[src/sv/hsps_pkg.sv]
// Shared constants, types and the half-step phase table for the stepper unit.
package hsps_pkg;

  // Width of the internal position counter
  localparam int unsigned POSITION_BITS = 24;
  // Width of the target and reported position fields
  localparam int unsigned TARGET_W      = 24;
  localparam int unsigned INTERVAL_W    = 20;
  localparam int unsigned COIL_W        = 4;
  localparam int unsigned PHASE_W       = 3;
  // Compare width holds both counter and target, sign-extended
  localparam int unsigned CMP_W =
    ((POSITION_BITS > TARGET_W) ? POSITION_BITS : TARGET_W) + 1;

  localparam logic [INTERVAL_W-1:0] ELAPSED_MAX    = '1;
  localparam logic [INTERVAL_W-1:0] INTERVAL_RESET = INTERVAL_W'(1465);

  localparam logic signed [POSITION_BITS-1:0] POS_MAX =
    {1'b0, {(POSITION_BITS-1){1'b1}}};
  localparam logic signed [POSITION_BITS-1:0] POS_MIN =
    {1'b1, {(POSITION_BITS-1){1'b0}}};

  typedef enum logic {
    OP_TICK  = 1'b0,
    OP_CLEAR = 1'b1
  } op_e;

  typedef struct packed {
    logic [COIL_W-1:0]          coils;
    logic signed [TARGET_W-1:0] position;
    logic                       ready_res;
  } result_t;

  // Half-step coil pattern for each phase, coils DCBA
  function automatic logic [COIL_W-1:0] coil_pattern(input logic [PHASE_W-1:0] ph);
    logic [COIL_W-1:0] pat;
    case (ph)
      3'd0:    pat = 4'b0001;
      3'd1:    pat = 4'b0011;
      3'd2:    pat = 4'b0010;
      3'd3:    pat = 4'b0110;
      3'd4:    pat = 4'b0100;
      3'd5:    pat = 4'b1100;
      3'd6:    pat = 4'b1000;
      3'd7:    pat = 4'b1001;
      default: pat = 4'b0000;
    endcase
    return pat;
  endfunction

endpackage

[src/sv/hsps_if.sv]
// Valid/ready channel interfaces for tick requests and step results.
interface hsps_req_if;
  logic                                          valid;
  logic                                          ready;
  logic                                          op;
  logic signed [hsps_pkg::TARGET_W-1:0]          target_position;

  modport source (output valid, output op, output target_position, input ready);
  modport sink   (input valid, input op, input target_position, output ready);
endinterface

interface hsps_res_if;
  logic                                          valid;
  logic                                          ready;
  logic [hsps_pkg::COIL_W-1:0]                   coils;
  logic signed [hsps_pkg::TARGET_W-1:0]          position;
  logic                                          ready_res;

  modport source (output valid, output coils, output position, output ready_res,
                  input ready);
  modport sink   (input valid, input coils, input position, input ready_res,
                  output ready);
endinterface

[src/sv/hsps_core.sv]
// Position, phase and elapsed-tick state with the per-tick step decision.
module hsps_core (
  input  logic                                 clk_i,
  input  logic                                 rst_ni,
  input  logic                                 tick_i,
  input  hsps_pkg::op_e                        op_i,
  input  logic signed [hsps_pkg::TARGET_W-1:0] target_i,
  input  logic [hsps_pkg::INTERVAL_W-1:0]      interval_i,
  output hsps_pkg::result_t                    res_o
);

  logic signed [hsps_pkg::POSITION_BITS-1:0] step_count_q, step_count_d;
  logic [hsps_pkg::PHASE_W-1:0]              phase_q, phase_d;
  logic [hsps_pkg::INTERVAL_W-1:0]           elapsed_q, elapsed_d, elapsed_inc;
  logic [hsps_pkg::COIL_W-1:0]               coil_q, coil_d;

  logic signed [hsps_pkg::CMP_W-1:0] cnt_ext, tgt_ext, cnt_next_ext;
  logic                              step_up, step_dn, due;

  assign cnt_ext = hsps_pkg::CMP_W'(step_count_q);
  assign tgt_ext = hsps_pkg::CMP_W'(target_i);

  // Saturating tick count, then the step decision
  assign elapsed_inc = (elapsed_q == hsps_pkg::ELAPSED_MAX) ? elapsed_q
                                                            : elapsed_q + 1'b1;
  assign due     = (op_i == hsps_pkg::OP_TICK) && (elapsed_inc > interval_i);
  assign step_up = due && (cnt_ext < tgt_ext) && (step_count_q != hsps_pkg::POS_MAX);
  assign step_dn = due && (cnt_ext > tgt_ext) && (step_count_q != hsps_pkg::POS_MIN);

  // Next state for one tick
  always_comb begin
    step_count_d = step_count_q;
    phase_d      = phase_q;
    coil_d       = coil_q;
    elapsed_d    = elapsed_inc;
    if (op_i == hsps_pkg::OP_CLEAR) begin
      step_count_d = '0;
    end else if (step_up) begin
      step_count_d = step_count_q + 1'b1;
      phase_d      = phase_q + 1'b1;
      coil_d       = hsps_pkg::coil_pattern(phase_q + 1'b1);
      elapsed_d    = '0;
    end else if (step_dn) begin
      step_count_d = step_count_q - 1'b1;
      phase_d      = phase_q - 1'b1;
      coil_d       = hsps_pkg::coil_pattern(phase_q - 1'b1);
      elapsed_d    = '0;
    end
  end

  // Result of this tick, taken from the next state
  assign cnt_next_ext    = hsps_pkg::CMP_W'(step_count_d);
  assign res_o.coils     = coil_d;
  assign res_o.position  = cnt_next_ext[hsps_pkg::TARGET_W-1:0];
  assign res_o.ready_res = (cnt_next_ext == tgt_ext);

  // State advances only on an accepted tick
  always_ff @(posedge clk_i or negedge rst_ni) begin
    if (!rst_ni) begin
      step_count_q <= '0;
      phase_q      <= '0;
      elapsed_q    <= '0;
      coil_q       <= '0;
    end else if (tick_i) begin
      step_count_q <= step_count_d;
      phase_q      <= phase_d;
      elapsed_q    <= elapsed_d;
      coil_q       <= coil_d;
    end
  end

endmodule

[src/sv/half_step_position_stepper_unit.sv]
// Half-step stepper position unit: one tick transaction in, one result out.
// An accepted tick's result is registered and offered in the cycle after.
// Throughput: one tick per clock; the single result register refills in the
// cycle it is taken, so input ready drops only while a result waits unclaimed.
// Reset clears position, phase, elapsed count, coils and the result valid;
// the step interval returns to 1465 ticks.
module half_step_position_stepper_unit (
  input  logic                                clk_i,
  input  logic                                rst_ni,
  input  logic                                cfg_we_i,
  input  logic [hsps_pkg::INTERVAL_W-1:0]     cfg_wdata_i,
  hsps_req_if.sink                            req_i,
  hsps_res_if.source                          res_o
);

  logic [hsps_pkg::INTERVAL_W-1:0] interval_q;
  logic                            res_valid_q;
  hsps_pkg::result_t               res_q, res_d;
  logic                            accept;

  // Step interval register
  always_ff @(posedge clk_i or negedge rst_ni) begin
    if (!rst_ni) begin
      interval_q <= hsps_pkg::INTERVAL_RESET;
    end else if (cfg_we_i) begin
      interval_q <= cfg_wdata_i;
    end
  end

  assign req_i.ready = !res_valid_q || res_o.ready;
  assign accept      = req_i.valid && req_i.ready;

  hsps_core u_core (
    .clk_i      (clk_i),
    .rst_ni     (rst_ni),
    .tick_i     (accept),
    .op_i       (hsps_pkg::op_e'(req_i.op)),
    .target_i   (req_i.target_position),
    .interval_i (interval_q),
    .res_o      (res_d)
  );

  // Result register valid
  always_ff @(posedge clk_i or negedge rst_ni) begin
    if (!rst_ni) begin
      res_valid_q <= 1'b0;
    end else if (accept) begin
      res_valid_q <= 1'b1;
    end else if (res_o.ready) begin
      res_valid_q <= 1'b0;
    end
  end

  // Result payload
  always_ff @(posedge clk_i) begin
    if (accept) begin
      res_q <= res_d;
    end
  end

  assign res_o.valid     = res_valid_q;
  assign res_o.coils     = res_q.coils;
  assign res_o.position  = res_q.position;
  assign res_o.ready_res = res_q.ready_res;

endmodule

[src/flat_wrapper.sv]
// flat-port wrapper written by rule: the top's interface ports become plain ports
module half_step_position_stepper_unit_flat 
  (clk_i, rst_ni, cfg_we_i, cfg_wdata_i, req_i_valid, req_i_op, req_i_target_position, req_i_ready, res_o_valid, res_o_coils, res_o_position, res_o_ready_res, res_o_ready);
  hsps_req_if req_i_i ();
  hsps_res_if res_o_i ();
  input  logic clk_i;
  input  logic rst_ni;
  input  logic cfg_we_i;
  input  logic [hsps_pkg::INTERVAL_W-1:0] cfg_wdata_i;
  input wire logic [$bits(req_i_i.valid)-1:0] req_i_valid;
  input wire logic [$bits(req_i_i.op)-1:0] req_i_op;
  input wire logic [$bits(req_i_i.target_position)-1:0] req_i_target_position;
  output wire logic [$bits(req_i_i.ready)-1:0] req_i_ready;
  output wire logic [$bits(res_o_i.valid)-1:0] res_o_valid;
  output wire logic [$bits(res_o_i.coils)-1:0] res_o_coils;
  output wire logic [$bits(res_o_i.position)-1:0] res_o_position;
  output wire logic [$bits(res_o_i.ready_res)-1:0] res_o_ready_res;
  input wire logic [$bits(res_o_i.ready)-1:0] res_o_ready;
  assign req_i_i.valid = req_i_valid;
  assign req_i_i.op = req_i_op;
  assign req_i_i.target_position = req_i_target_position;
  assign req_i_ready = req_i_i.ready;
  assign res_o_valid = res_o_i.valid;
  assign res_o_coils = res_o_i.coils;
  assign res_o_position = res_o_i.position;
  assign res_o_ready_res = res_o_i.ready_res;
  assign res_o_i.ready = res_o_ready;
  half_step_position_stepper_unit u_core (.clk_i(clk_i), .rst_ni(rst_ni), .cfg_we_i(cfg_we_i), .cfg_wdata_i(cfg_wdata_i), .req_i(req_i_i), .res_o(res_o_i));
endmodule
[config.mk]
export PLATFORM = sky130hd
export DESIGN_NAME = half_step_position_stepper_unit_flat
export DESIGN_NICKNAME = d
export VERILOG_FILES = /design/src/sv/hsps_pkg.sv /design/src/sv/hsps_if.sv /design/src/sv/hsps_core.sv /design/src/sv/half_step_position_stepper_unit.sv /design/src/flat_wrapper.sv
export SDC_FILE = /design/constraint.sdc
export NUM_CORES = 1
export LEC_CHECK = 0
export BUFFER_PORTS_ARGS = -buffer_cell sky130_fd_sc_hd__buf_4
export CORE_MARGIN = 2
export CORE_UTILIZATION = 35
export CTS_CLUSTER_DIAMETER = 40
export DETAILED_ROUTE_END_ITERATION = 8
export GPL_TIMING_DRIVEN = 0
export PLACE_DENSITY_LB_ADDON = 0.15
export RECOVER_POWER = 100
export SLEW_MARGIN = 20
export SYNTH_ARGS = -nofsm -noshare
export SYNTH_HDL_FRONTEND = slang
export SYNTH_SLANG_ARGS = --single-unit
[constraint.sdc]
create_clock -name clk_i -period 8 [get_ports clk_i]
set_clock_uncertainty 0.05 [all_clocks]
set_input_delay 1.2 -clock clk_i [delete_from_list [all_inputs] [get_ports clk_i]]
set_output_delay 1.2 -clock clk_i [all_outputs]
set_load 0.03 [all_outputs]
==> metrics <==
status=finished with violations; violated checks=max-capacitance violations, max-slew violations; Synth Cell Area=roughly 0.008 mm²; Tightest Pin Transition=~4.3 ns; clock transition at the registers of the reported paths=around 0.080 ns; Tot GR Track Use=0.2469; slowest stage delay, CP=0.68 ns; Distinct cells, synth=81; non-filler instance count after layout=1358; setup violators final=0; commonest non-fill, non-tap cell in the layout=nand2_1; Final Hold Fails=0; Leak=4.050 nW; Die Ht=about 160 µm; Period Utilization, post-route=0.9426; post-layout instance area=between 0.009 and 0.01 mm²; post-CTS resize count=0; placed cell count=around 1300; CTS Hold Bufs=0; Clock Path Buffers=2; Main synth FF type=dfrtp_1; Site Rows=55; Core Area=about 0.023 mm²; TritonCTS clock tree=done; initial core utilization=0.3562; post-synthesis area per instance=just over 8 µm²; hold crit path type=reg2reg; most used cell, CP=and4_1; Worst-Skew Late Latency=0.37 ns; CP Launch Type=flip-flop; H-tree depth=3; max cap viols=1; syn nets=1081; Detailed Routing Iterations Pass 1=6; PD cells=approximately 160 mW/mm²; GPL Wtd Cong=about 0.97; first-pass GRT wire length=roughly 45000 µm; die area=0.02420 mm²; I/O pin count=81; placed wire-length estimate=22540 µm; Fmax=about 130 MHz; EDFF count, synth=29; crit path DAT=7.66 ns; Worst Hold Margin=0.4317 ns; drt drc=0; Post-Route WL=~30000 µm; CP Max Fanout=10; Die Span X=~160 µm; Slew HR=-1.833; commonest cells after routing, fill and taps aside=nand2_1, clkbuf_1, o21ai_0; crit path cell chain=nand3_1 -> nor4_1 -> and4_1 -> clkbuf_1 -> nand4_1 -> nand2b_1 -> nor2_1 -> nand2_1 -> nor2_1 -> xor2_1 -> ha_1 -> and4_1 -> and4_1 -> a21bo_2 -> o2111ai_1 -> nand2_1 -> buf_2 -> clkbuf_1 -> o21ai_0 -> a21oi_1 -> xnor2_1 -> o2111ai_1 -> nor4b_1; Post-synth ARST share=0.7129; largest net degree at the start of global routing=73; vias in the first global route=between 7000 and 8000; Antenna diodes=0; buffers added on ports=slightly below 80; vias=7891; RSZ-0062 raised after global routing=no; Setup Buffers After CTS=0; Area Overhead vs Synth=13.94%; Critical Path RT=slightly above 8 ns; Synth warnings=0; TritonCTS buffer count=9; wire per inst=between 20 and 25 µm; setup_tns=0 ns; number of clock sinks=101; global route overflow=0; Placed Instance Area=0.009011 mm²; Tmin final=approximately 7.5 ns; Final #Nets=roughly 1200; worst vdd ir=85.93 µV; Root Buffer=clkbuf_16; slowest stage cell, crit path=a21oi_1; share of cells above drive strength 1=0.1025; Routed Antenna Nets=0; WS Path Type=reg2reg; Vias/cell=approximately 5.8; Gate Count Post-Synth=roughly 980; max-slew violations=73; initial DRC count=approximately 840; CP endpoint kind=flip-flop; initial antenna violation count=0; post-synthesis register bit count=just over 100; sequential-to-total area share from yosys stat=0.3335
## synthesized netlist by cell type (29+ instances only)
master	number	area share
nand3_1	42	0.026
dfrtp_1	65	0.20
nand2_1	174	0.081
nor2_1	51	0.024
ha_1	54	0.084
nor3_1	36	0.022
clkbuf_1	36	0.017
edfxtp_1	29	0.11
o21ai_0	68	0.042
inv_1	60	0.028
a21oi_1	51	0.032
## area by class of cell
type	instances	area [µm²]
buffer	50	220.2
clock buffer	10	239.0
clock inverter	6	56.30
fill	2345	13410
inverter	61	229.0
multi-input combinational	765	4902
sequential	101	2681
tap	285	356.6
timing repair buffer	80	476.7
## flip-flops by register name (all words and copies together) (netlist names)
register,flops
u_core.res_o.position,24
u_core.u_core.step_count_q,24
u_core.res_o.ready_res,1
u_core.u_core.coil_q,4
u_core.res_o.coils,4
u_core.interval_q,20
u_core.u_core.elapsed_q,20
u_core.u_core.phase_q,3
u_core.res_o.valid,1
## worst paths after layout
kind                                                        start                                         end  slack [ns]  depth (start not counted)
max                        u_core.u_core.elapsed_q[6]$_DFFE_PN0P_            u_core.res_o.ready_res$_DFFE_PP_        0.46                         23
max in group asynchronous                                  rst_ni  u_core.u_core.step_count_q[16]$_DFFE_PN0P_        3.25                          1
min reg2reg                   u_core.u_core.coil_q[0]$_DFFE_PN0P_         u_core.u_core.coil_q[0]$_DFFE_PN0P_        0.43                          2
min in group asynchronous                                  rst_ni           u_core.interval_q[13]$_DFFE_PN0P_        2.28                          1
min                           u_core.u_core.coil_q[0]$_DFFE_PN0P_         u_core.u_core.coil_q[0]$_DFFE_PN0P_        0.43                          2
max reg2reg                u_core.u_core.elapsed_q[6]$_DFFE_PN0P_            u_core.res_o.ready_res$_DFFE_PP_        0.46                         23
## worst max-delay path: cells and delay by family, from the launching register on
family | cells | cell delay (ns)
flip-flops | 1 | 0.46
AND/OR/NAND/NOR | 12 | 3.39
adder cells (fa/ha/maj) | 1 | 0.28
AO/OA/AOI/OAI | 5 | 1.62
XOR/XNOR | 2 | 0.40
buffers and inverters | 3 | 1.13
## per-layer routing
layer	global-route usage	vias up	part of all wire
li1	-	3730	-
met1	0.3260	3774	0.44
met2	0.4052	322	0.46
met3	0.03972	65	0.060
met4	0.09830	0	0.038
met5	0	-	0
## through the flow
step	setup WS, ns	total power, mW	utilization
final	0.4593	1.458	0.4059
after global routing	0.1085	1.533	0.4059
after CTS	0.7517	1.477	0.4123
after detailed placement	0.7849	1.019	0.3992
after global placement	0.7289	1.014	0.3983
after floorplan	2.698	0.8695	-
## cell families after synthesis
group,Yosys count,synth area share
compound gates,197,0.1586
xor+xnor,35,0.04140
fa+ha+maj,56,0.08652
buf+inv,111,0.05602
flops,101,0.3335
mux,39,0.05073
simple gates,438,0.2733
## power by group
part           switching [mW]  internal [mW]
registers              0.0358          0.576
logic                   0.253          0.138
clock network           0.229          0.226
Power figures use the tool's default switching activity.
